## config.mk

```make
export PLATFORM = sky130hd
export DESIGN_NAME = least_loaded_bucket_assigner_core
export DESIGN_NICKNAME = d
export VERILOG_FILES = /design/src/hw/rtl/llba_pkg.sv /design/src/hw/rtl/least_loaded_bucket_assigner_core.sv
export VERILOG_INCLUDE_DIRS = /design/src /design/src/hw/rtl
export SDC_FILE = /design/constraint.sdc
export NUM_CORES = 2
export LEC_CHECK = 0
export ABC_AREA = 1
export BUFFER_PORTS_ARGS = -buffer_cell sky130_fd_sc_hd__clkbuf_2
export CAP_MARGIN = 10
export CORE_UTILIZATION = 25
export DETAILED_ROUTE_END_ITERATION = 8
export GPL_TIMING_DRIVEN = 1
export HOLD_SLACK_MARGIN = 0.12
export MAX_ROUTING_LAYER = met4
export PLACE_DENSITY = 0.5
export SYNTH_ARGS = -nofsm -noshare
export SYNTH_HDL_FRONTEND = slang
export SYNTH_SLANG_ARGS = --single-unit
```

## constraint.sdc

```tcl
create_clock -name clk -period 31.6 [get_ports clk]
set_input_delay 6.32 -clock clk [delete_from_list [all_inputs] [get_ports clk]]
set_output_delay 6.32 -clock clk [all_outputs]
set_load 0.005 [all_outputs]
```

## src/hw/rtl/assert_macros.svh

```systemverilog
// Assertion macros included by the core RTL of the bucket assigner.
`ifndef ASSERT_MACROS_SVH
`define ASSERT_MACROS_SVH

// Checked on every rising clock edge, disabled while reset is asserted.
`define ASSERT_CLK(lbl, prop, msg) \
  lbl: assert property (@(posedge clk) disable iff (!rst_n) prop) else $error(msg);

// Checked on every rising clock edge, reset included.
`define ASSERT_CLK_ALWAYS(lbl, prop, msg) \
  lbl: assert property (@(posedge clk) prop) else $error(msg);

`endif

```

## src/hw/rtl/llba_pkg.sv

```systemverilog
// Shared widths, register indexes and defaults of the least-loaded bucket assigner.
package llba_pkg;

  localparam int DEFAULT_MAX_SLICES = 16;

  localparam int WEIGHT_W    = 20;
  localparam int LOAD_W      = 40;
  localparam int ROOM_W      = 25;
  localparam int SLICE_IDX_W = 4;

  localparam int ACT_W   = 5;
  localparam int BASE_W  = 24;
  localparam int EXTRA_W = 4;

  localparam int CFG_IDX_W  = 2;
  localparam int CFG_DATA_W = 24;

  localparam int IN_TDATA_W  = 24;
  localparam int OUT_TDATA_W = 48;
  localparam int OUT_TUSER_W = 1;

  typedef enum logic [CFG_IDX_W-1:0] {
    CFG_ACTIVE_SLICES = 2'd0,
    CFG_BASE_CAPACITY = 2'd1,
    CFG_EXTRA_SLICES  = 2'd2
  } cfg_reg_t;

endpackage

```

## src/hw/rtl/least_loaded_bucket_assigner_core.sv

```systemverilog
// Least-loaded bucket assigner: places weighted rows on the lightest slice with room.
//
// Each request carries one row weight. The row goes to the active slice with the
// smallest accumulated weight among the slices that still have room; ties go to
// the lowest slice index. That slice loses one unit of room and gains the weight,
// saturating at 2^40 - 1, and the result reports the slice and its new total.
// When no active slice has room the result has no_room set, index and total are
// zero, and nothing changes. The block takes one request every clock cycle while
// the result channel is not stalled. An accepted request is held in the input
// register until the result register is empty or being read; then a single pass
// through a comparator tree over all MAX_SLICES loads and a saturating adder
// fills the result register, and its update is visible to the very next request.
// That tree and adder form the critical path. Any write to a listed
// configuration register clears every load and reloads every room from the new
// settings in the same cycle; there is no clearing pass. Writes are expected
// only while no request is in flight.
module least_loaded_bucket_assigner_core #(
  parameter int MAX_SLICES = llba_pkg::DEFAULT_MAX_SLICES
) (
  input  logic                             clk,
  input  logic                             rst_n,
  // Configuration write port.
  input  logic                             cfg_we,
  input  logic [llba_pkg::CFG_IDX_W-1:0]   cfg_index,
  input  logic [llba_pkg::CFG_DATA_W-1:0]  cfg_wdata,
  // Request channel.
  input  logic                             in_tvalid,
  output logic                             in_tready,
  // [19:0] row_weight, [23:20] zero
  input  logic [llba_pkg::IN_TDATA_W-1:0]  in_tdata,
  // Result channel.
  output logic                             out_tvalid,
  input  logic                             out_tready,
  // [3:0] slice_index, [43:4] slice_total, [47:44] zero
  output logic [llba_pkg::OUT_TDATA_W-1:0] out_tdata,
  // [0] no_room
  output logic [llba_pkg::OUT_TUSER_W-1:0] out_tuser
);

  `include "assert_macros.svh"

  localparam int IDX_W  = (MAX_SLICES > 1) ? $clog2(MAX_SLICES) : 1;
  localparam int LEAVES = 1 << IDX_W;

  // One contender in the minimum search.
  typedef struct packed {
    logic                        vld;
    logic [llba_pkg::LOAD_W-1:0] load;
    logic [IDX_W-1:0]            idx;
  } cand_t;

  // Configuration registers.
  logic [llba_pkg::ACT_W-1:0]   active_slices_r, active_slices_nxt;
  logic [llba_pkg::BASE_W-1:0]  base_capacity_r, base_capacity_nxt;
  logic [llba_pkg::EXTRA_W-1:0] extra_slices_r,  extra_slices_nxt;
  logic                         cfg_hit_c;

  // Per-slice state.
  logic [llba_pkg::LOAD_W-1:0] slice_load_r [MAX_SLICES];
  logic [llba_pkg::LOAD_W-1:0] slice_load_nxt [MAX_SLICES];
  logic [llba_pkg::ROOM_W-1:0] slice_room_r [MAX_SLICES];
  logic [llba_pkg::ROOM_W-1:0] slice_room_nxt [MAX_SLICES];
  logic                        loads_clear_c;

  // Input stage.
  logic                          s1_valid_r, s1_valid_nxt;
  logic [llba_pkg::WEIGHT_W-1:0] s1_weight_r;
  logic                          in_accept_c;
  logic                          s2_load_c;

  // Selection and update.
  cand_t                         node_c [2*LEAVES];
  logic                          no_room_c;
  logic [llba_pkg::LOAD_W:0]     sum_c;
  logic [llba_pkg::LOAD_W-1:0]   total_c;

  // Result register.
  logic                             out_valid_r, out_valid_nxt;
  logic [llba_pkg::SLICE_IDX_W-1:0] out_idx_r;
  logic [llba_pkg::LOAD_W-1:0]      out_total_r;
  logic                             out_no_room_r;

  // Handshake: the input register drains into the result register whenever the
  // result register is empty or being read, so a stalled result still lets the
  // input register fill once.
  assign s2_load_c   = s1_valid_r && (!out_valid_r || out_tready);
  assign in_tready   = !s1_valid_r || s2_load_c;
  assign in_accept_c = in_tvalid && in_tready;

  always_comb begin
    s1_valid_nxt = s1_valid_r;
    if (in_accept_c) begin
      s1_valid_nxt = 1'b1;
    end else if (s2_load_c) begin
      s1_valid_nxt = 1'b0;
    end
    out_valid_nxt = out_valid_r;
    if (s2_load_c) begin
      out_valid_nxt = 1'b1;
    end else if (out_tready) begin
      out_valid_nxt = 1'b0;
    end
  end

  // Configuration decode. A write beyond the register list changes nothing.
  always_comb begin
    active_slices_nxt = active_slices_r;
    base_capacity_nxt = base_capacity_r;
    extra_slices_nxt  = extra_slices_r;
    cfg_hit_c         = 1'b0;
    if (cfg_we) begin
      case (cfg_index)
        llba_pkg::CFG_ACTIVE_SLICES: begin
          active_slices_nxt = cfg_wdata[llba_pkg::ACT_W-1:0];
          cfg_hit_c         = 1'b1;
        end
        llba_pkg::CFG_BASE_CAPACITY: begin
          base_capacity_nxt = cfg_wdata[llba_pkg::BASE_W-1:0];
          cfg_hit_c         = 1'b1;
        end
        llba_pkg::CFG_EXTRA_SLICES: begin
          extra_slices_nxt = cfg_wdata[llba_pkg::EXTRA_W-1:0];
          cfg_hit_c        = 1'b1;
        end
        default: begin
          cfg_hit_c = 1'b0;
        end
      endcase
    end
  end

  // Minimum search as a binary tree: leaves sit at LEAVES + i, node k merges
  // children 2k and 2k+1. The left child holds the lower indexes, so it wins
  // ties. A slice counts when it is active and has room; slice 0 is always
  // active, which also covers an active_slices of zero.
  always_comb begin
    for (int i = 0; i < LEAVES; i++) begin
      node_c[LEAVES+i].idx = IDX_W'(i);
      if (i < MAX_SLICES) begin
        node_c[LEAVES+i].vld  = ((i == 0) || (32'(i) < 32'(active_slices_r))) &&
                                (slice_room_r[i] != '0);
        node_c[LEAVES+i].load = slice_load_r[i];
      end else begin
        node_c[LEAVES+i].vld  = 1'b0;
        node_c[LEAVES+i].load = '0;
      end
    end
    node_c[0] = '0;
    for (int k = LEAVES - 1; k >= 1; k--) begin
      if (node_c[2*k].vld &&
          (!node_c[2*k+1].vld || (node_c[2*k].load <= node_c[2*k+1].load))) begin
        node_c[k] = node_c[2*k];
      end else begin
        node_c[k] = node_c[2*k+1];
      end
    end
  end

  assign no_room_c = !node_c[1].vld;
  assign sum_c     = {1'b0, node_c[1].load} +
                     (llba_pkg::LOAD_W + 1)'(s1_weight_r);
  assign total_c   = sum_c[llba_pkg::LOAD_W] ? '1 : sum_c[llba_pkg::LOAD_W-1:0];

  // State update. A configuration write takes priority and reloads every slice.
  always_comb begin
    loads_clear_c = 1'b1;
    for (int i = 0; i < MAX_SLICES; i++) begin
      slice_load_nxt[i] = slice_load_r[i];
      slice_room_nxt[i] = slice_room_r[i];
      if (slice_load_r[i] != '0) begin
        loads_clear_c = 1'b0;
      end
      if (cfg_hit_c) begin
        slice_load_nxt[i] = '0;
        slice_room_nxt[i] = llba_pkg::ROOM_W'(base_capacity_nxt) +
                            llba_pkg::ROOM_W'(32'(i) < 32'(extra_slices_nxt));
      end else if (s2_load_c && !no_room_c && (node_c[1].idx == IDX_W'(i))) begin
        slice_load_nxt[i] = total_c;
        slice_room_nxt[i] = slice_room_r[i] - llba_pkg::ROOM_W'(1);
      end
    end
  end

  always_ff @(posedge clk) begin
    if (!rst_n) begin
      active_slices_r <= llba_pkg::ACT_W'(1);
      base_capacity_r <= '0;
      extra_slices_r  <= '0;
      s1_valid_r      <= 1'b0;
      out_valid_r     <= 1'b0;
      for (int i = 0; i < MAX_SLICES; i++) begin
        slice_load_r[i] <= '0;
        slice_room_r[i] <= '0;
      end
    end else begin
      active_slices_r <= active_slices_nxt;
      base_capacity_r <= base_capacity_nxt;
      extra_slices_r  <= extra_slices_nxt;
      s1_valid_r      <= s1_valid_nxt;
      out_valid_r     <= out_valid_nxt;
      for (int i = 0; i < MAX_SLICES; i++) begin
        slice_load_r[i] <= slice_load_nxt[i];
        slice_room_r[i] <= slice_room_nxt[i];
      end
    end
  end

  // Payload registers carry no reset.
  always_ff @(posedge clk) begin
    if (in_accept_c) begin
      s1_weight_r <= in_tdata[llba_pkg::WEIGHT_W-1:0];
    end
    if (s2_load_c) begin
      out_no_room_r <= no_room_c;
      out_idx_r     <= no_room_c ? '0 : llba_pkg::SLICE_IDX_W'(node_c[1].idx);
      out_total_r   <= no_room_c ? '0 : total_c;
    end
  end

  assign out_tvalid = out_valid_r;
  assign out_tdata  = {(llba_pkg::OUT_TDATA_W - llba_pkg::LOAD_W - llba_pkg::SLICE_IDX_W)'(0),
                       out_total_r, out_idx_r};
  assign out_tuser  = out_no_room_r;

  // A refused row reports zero index and zero total.
  `ASSERT_CLK(a_no_room_zero, (out_valid_r && out_no_room_r) |-> ((out_idx_r == '0) && (out_total_r == '0)), "no_room result carries nonzero fields")
  // A listed configuration write leaves every load cleared.
  `ASSERT_CLK(a_cfg_clears, cfg_hit_c |=> loads_clear_c, "loads not cleared after configuration write")
  // A held request keeps its weight while the result side is stalled.
  `ASSERT_CLK(a_s1_hold, (s1_valid_r && !s2_load_c) |=> (s1_valid_r && $stable(s1_weight_r)), "input stage lost or changed a stalled request")
  // A placed row reports a total no smaller than its own weight.
  `ASSERT_CLK(a_total_ge_weight, (s2_load_c && !no_room_c) |=> (out_total_r >= $past(s1_weight_r)), "slice total below row weight")

endmodule
```

* Word-level counts from Yosys, hierarchy flattened *
Memory sizes are Yosys's and may differ from the RTL's.
Cells that the tools add are included.

storage, ports and cells
  output and inout port bits = 51
  logic and storage cells = 367
  memories = 2
  input port bits = 55
  bits in registers = 100
  RAM bits = 1,040

memory list
  memory        words  width  rd ports  clocked after Yosys merged registers in  write ports  RTL line                                 source
  slice_load_r  16     40     16        0                                        16           least_loaded_bucket_assigner_core.sv:59  logic [llba_pkg::LOAD_W-1:0] slice_load_r [MAX_SLICES];
  slice_room_r  16     25     16        0                                        16           least_loaded_bucket_assigner_core.sv:61  logic [llba_pkg::ROOM_W-1:0] slice_room_r [MAX_SLICES];

cells by class
  bitwise gates (word level) = 32
  $lt $le $gt $ge = 45
  reduce and logical (&&, ||, !) cells = 106
  equal/unequal tests = 17
  multiplexer cells = 124
  add/subtract/negate cells = 32

operators by type and width
  cell                                                  count
  2-to-1 mux 40 bit                                     49
  2-to-1 mux 25 bit                                     48
  2-to-1 mux 45 bit                                     15
  <= comparator 40 bit                                  15
  nonzero test 25 bit                                   16
  subtractor 25 x 1 -> 25 bit (second input constant)   16
  adder 24 x 1 -> 25 bit                                15
  logical AND 1 bit                                     49
  2-to-1 mux 24 bit                                     2
  adder 40 x 20 -> 41 bit                               1
  < comparator 4 x 5 -> 1 bit (first input constant)    8
  equality test 4 bit (second input constant)           8
  bitwise OR 1 bit                                      32
  < comparator 4 bit (first input constant)             7
  < comparator 3 x 5 -> 1 bit (first input constant)    4
  logical NOT 1 bit                                     18
  logical OR 1 bit                                      17
  equality test 4 x 3 -> 1 bit (second input constant)  4
  < comparator 3 x 4 -> 1 bit (first input constant)    4
  < comparator 2 x 5 -> 1 bit (first input constant)    2
  equality test 4 x 2 -> 1 bit (second input constant)  2
  < comparator 1 x 4 -> 1 bit (first input constant)    2
  < comparator 2 x 4 -> 1 bit (first input constant)    2
  2-to-1 mux 1 bit                                      8
  other kinds (10)                                      12

* Depth between registers and ports, before layout *
An unclocked memory read counts as a cell.

  word-level depth = 24
  depth in mapped cells = 94

* Worst setup path before layout *
No wires, ideal clock.

  path kind = input -> output
  from = input out_tready
  to = output in_tready
  data arrival time = 6.469 ns
  cell stages on the path = 2
  setup slack = 18.811 ns
  buffers on the path = 0
  required time = 25.280 ns
  cells stage by stage = inv_1 -> nand3_1

on the way
  longest elaborated chain between the ends = 3

RTL lines
  what               RTL line                                 source
  from (decl)        least_loaded_bucket_assigner_core.sv:33  input logic out_tready,
  logical OR 1 bit   least_loaded_bucket_assigner_core.sv:86  assign s2_load_c = s1_valid_r && (!out_valid_r || out_tready);
  logical AND 1 bit  least_loaded_bucket_assigner_core.sv:86
  logical OR 1 bit   least_loaded_bucket_assigner_core.sv:87  assign in_tready = !s1_valid_r || s2_load_c;
  to (decl)          least_loaded_bucket_assigner_core.sv:28  output logic in_tready,

Every way passes these cells.

==> impl_metrics.py <==
metrics = {
    "timing": {
        "setup-violations-final": 0,
        "rsz0062_at_grt": "false",
        "max_freq_mhz": 53.9,
        "worst_slack_ns": 13.05,
        "worst_pin_slew_ns": 1.28,
        "clock-skew-final_ns": 0.0639,
        "setup_tns_ns": 0,
        "max_slew_margin_pct": 14.5,
        "period_share_pct": 58.7,
        "slew_viol_final": 0,
        "hold_violations": 0,
        "layout_min_cycle_time_ns": 18.55,
        "holdWs_ns": 0.470,
    },
    "synth": {
        "synth_area_per_cell_um2": 6.40,
        "ys_types": 70,
        "ys_seq_elements": 1140,
        "synth_cells": 13100,
        "ys_warn_count": 0,
        "synthArstFlopShare_pct": 0,
        "synthFlopType": "dfxtp_1",
        "netlist_area_mm2": 0.0836,
        "synth-edff-count": 65,
        "seq_area_frac_synth_pct": 28.1,
    },
    "grt": {
        "grt_overflow": 0,
        "grt_busiest_layer": "met2",
        "grt_pass1_vias": 77500,
        "gr-usage-met3_pct": 3.28,
        "track_usage_pct": 21.0,
        "grtUsageMet2_pct": 32.0,
        "grt_max_degree": 175,
        "antenna_found_initial": 23,
        "grt_first_pass_wirelength_um": 519000,
        "met1_usage_pct": 27.9,
    },
    "detailed_routing": {
        "vias": 86100,
        "routed_wl_um": 358000,
        "viasPerCell": 4.96,
        "drtIter0Drc": 8999,
        "drt-wirelength-per-cell_um": 20.6,
        "antenna_left": 0,
        "firstDrtPassIters": 6,
        "drc": 0,
    },
    "cts": {
        "htreeDepth": 4,
        "clk_latency_ns": 0.87,
        "cts_buffers": 151,
        "holdBufCountCts": 0,
        "cts_tree": "built",
        "cts_root_buf": "clkbuf_16",
        "cts.sinks": 1140,
        "path_clk_slew_ns": 0.06,
        "clockBufferDepth": 4,
        "post-cts-setup-buffers": 0,
        "cts-resized-gates": 0,
    },
    "setup_path": {
        "cp-end-kind": "flop",
        "crit_path_max_incr_delay_ns": 0.79,
        "critPathKind": "flop to flop",
        "cp_max_fo": 73,
        "worstPathArrival_ns": 19.29,
        "cp_common_cell": "nand2_1",
        "slowest_stage": "nor3b_1",
        "ff2ff_path_depth": 74,
        "worstPathRequired_ns": 32.34,
        "worst_setup_path_start_kind": "flop",
    },
    "layout": {
        "nets": 13600,
        "drive_gt1_share_pct": 5.48,
        "fillers": 37400,
        "area_growth_pct": 11.4,
    },
    "die": {
        "num_rows": 212,
        "start_util_pct": 25.1,
        "die_x_um": 580,
        "core_area_mm2": 0.333,
        "ios": 106,
        "die_area_mm2": 0.337,
        "die_y_um": 580,
    },
    "placed_design": {
        "place_congestion": 0.984,
        "io_buffers": 97,
        "dp_worst_setup_slack_ns": 13.11,
        "hpwl_um": 250000,
    },
    "worst_hold_path": {
        "whs_path_depth": 2,
        "hold_class": "flop to flop",
    },
    "run_status": {
        "status": "complete, no violations",
    },
    "run": {
        "maxCapViolations": 0,
    },
}
metal layers:
metal	up-vias	routed length [um]
met1	39700	159000
met3	666	28800
met5	-	0
met4	0	15300
met2	3208	155000
li1	42500	-
final timing paths:
path	startpoint	end	slack, ns
setup / recovery	slice_load_r[1][151]	slice_load_r[1][227]	13.05
hold / removal	slice_room_r[1][199]	slice_room_r[1][199]	0.47
setup reg to reg	slice_load_r[1][151]	slice_load_r[1][227]	13.05
hold reg to reg	slice_room_r[1][199]	slice_room_r[1][199]	0.47
kinds of logic after synthesis:
kind of cell	count (synthesis)	synth area share [%]
and+or+nand+nor	5014	25.3
AOI/OAI and AO/OA	3447	22.3
buffers and inverters	2609	12.3
DFF	1140	28.1
adders and majority gates	681	10.2
xor gates and xnor gates	169	1.77
muxes	10	0.121
other	1	0.00448
cell usage in the layout, fill, tap and decap left out, drive strengths merged, types with 166 or more instances in the layout:
cell type	n
inv	1961
buf	166
nand2	2449
nand3	779
dfxtp	1075
clkbuf	320
o21ai	1746
ha	680
nor2	1379
a21oi	1184
worst max-delay path, delay by kind of cell (launching register included):
| kind | cells | cell delay [ns] |
|---|---|---|
| and+or+nand+nor | 49 | 9.52 |
| adders and majority gates | 5 | 1.53 |
| buffers and inverters | 9 | 3.51 |
| AOI/OAI and AO/OA | 11 | 3.24 |
| DFF | 1 | 0.36 |
through the flow:
stage	area (um2)	utilization (%)	cells
finish	93200	28.0	17400
global route	93100	28.0	17300
CTS	93100	28.0	17300
detailed placement	88200	26.5	17100
global placement	88200	26.5	17100
floorplan	83600	-	13100
sequential cells by signal, summed over array words and instances (netlist names):
register	count
slice_load_r	640
slice_room_r	400
out_total_r	40
base_capacity_r	24
s1_weight_r	20
active_slices_r	5
extra_slices_r	4
out_idx_r	4
out_tuser	1
out_tvalid	1
s1_valid_r	1
layout make-up:
cell class / count / area (um2) / area share (%)
inverter: 1966 / 7400 / 7.94
clock buffer: 223 / 4390 / 4.72
timing repair buffer: 263 / 1770 / 1.89
tap: 4387 / 5490 / 5.89
clock inverter: 40 / 567 / 0.608
multi-input combinational: 9325 / 50000 / 53.7
sequential: 1140 / 23500 / 25.2
antenna: 11 / 27.5 / 0.0295
synthesized netlist by cell type (65+ instances only):
| library cell | count | area, um2 |
|---|---|---|
| clkbuf_1 | 383 | 1440 |
| nand3_1 | 770 | 3850 |
| nand2_1 | 2391 | 8970 |
| edfxtp_1 | 65 | 1950 |
| buf_2 | 141 | 706 |
| xor2_1 | 113 | 990 |
| dfxtp_1 | 1075 | 21500 |
| ha_1 | 680 | 8510 |
| inv_1 | 1923 | 7220 |
| a21oi_1 | 1176 | 5890 |
| nor2_1 | 1347 | 5060 |
| a31oi_1 | 124 | 776 |
| o21ai_0 | 1659 | 8300 |
| nor3_1 | 142 | 711 |
| o21a_1 | 118 | 886 |
| nand4_1 | 123 | 769 |
| o21ai_1 | 80 | 400 |
Power is left out: the tool's default activity adds up to more than one toggle a clock period on the data nets, which glitch-free logic cannot reach.
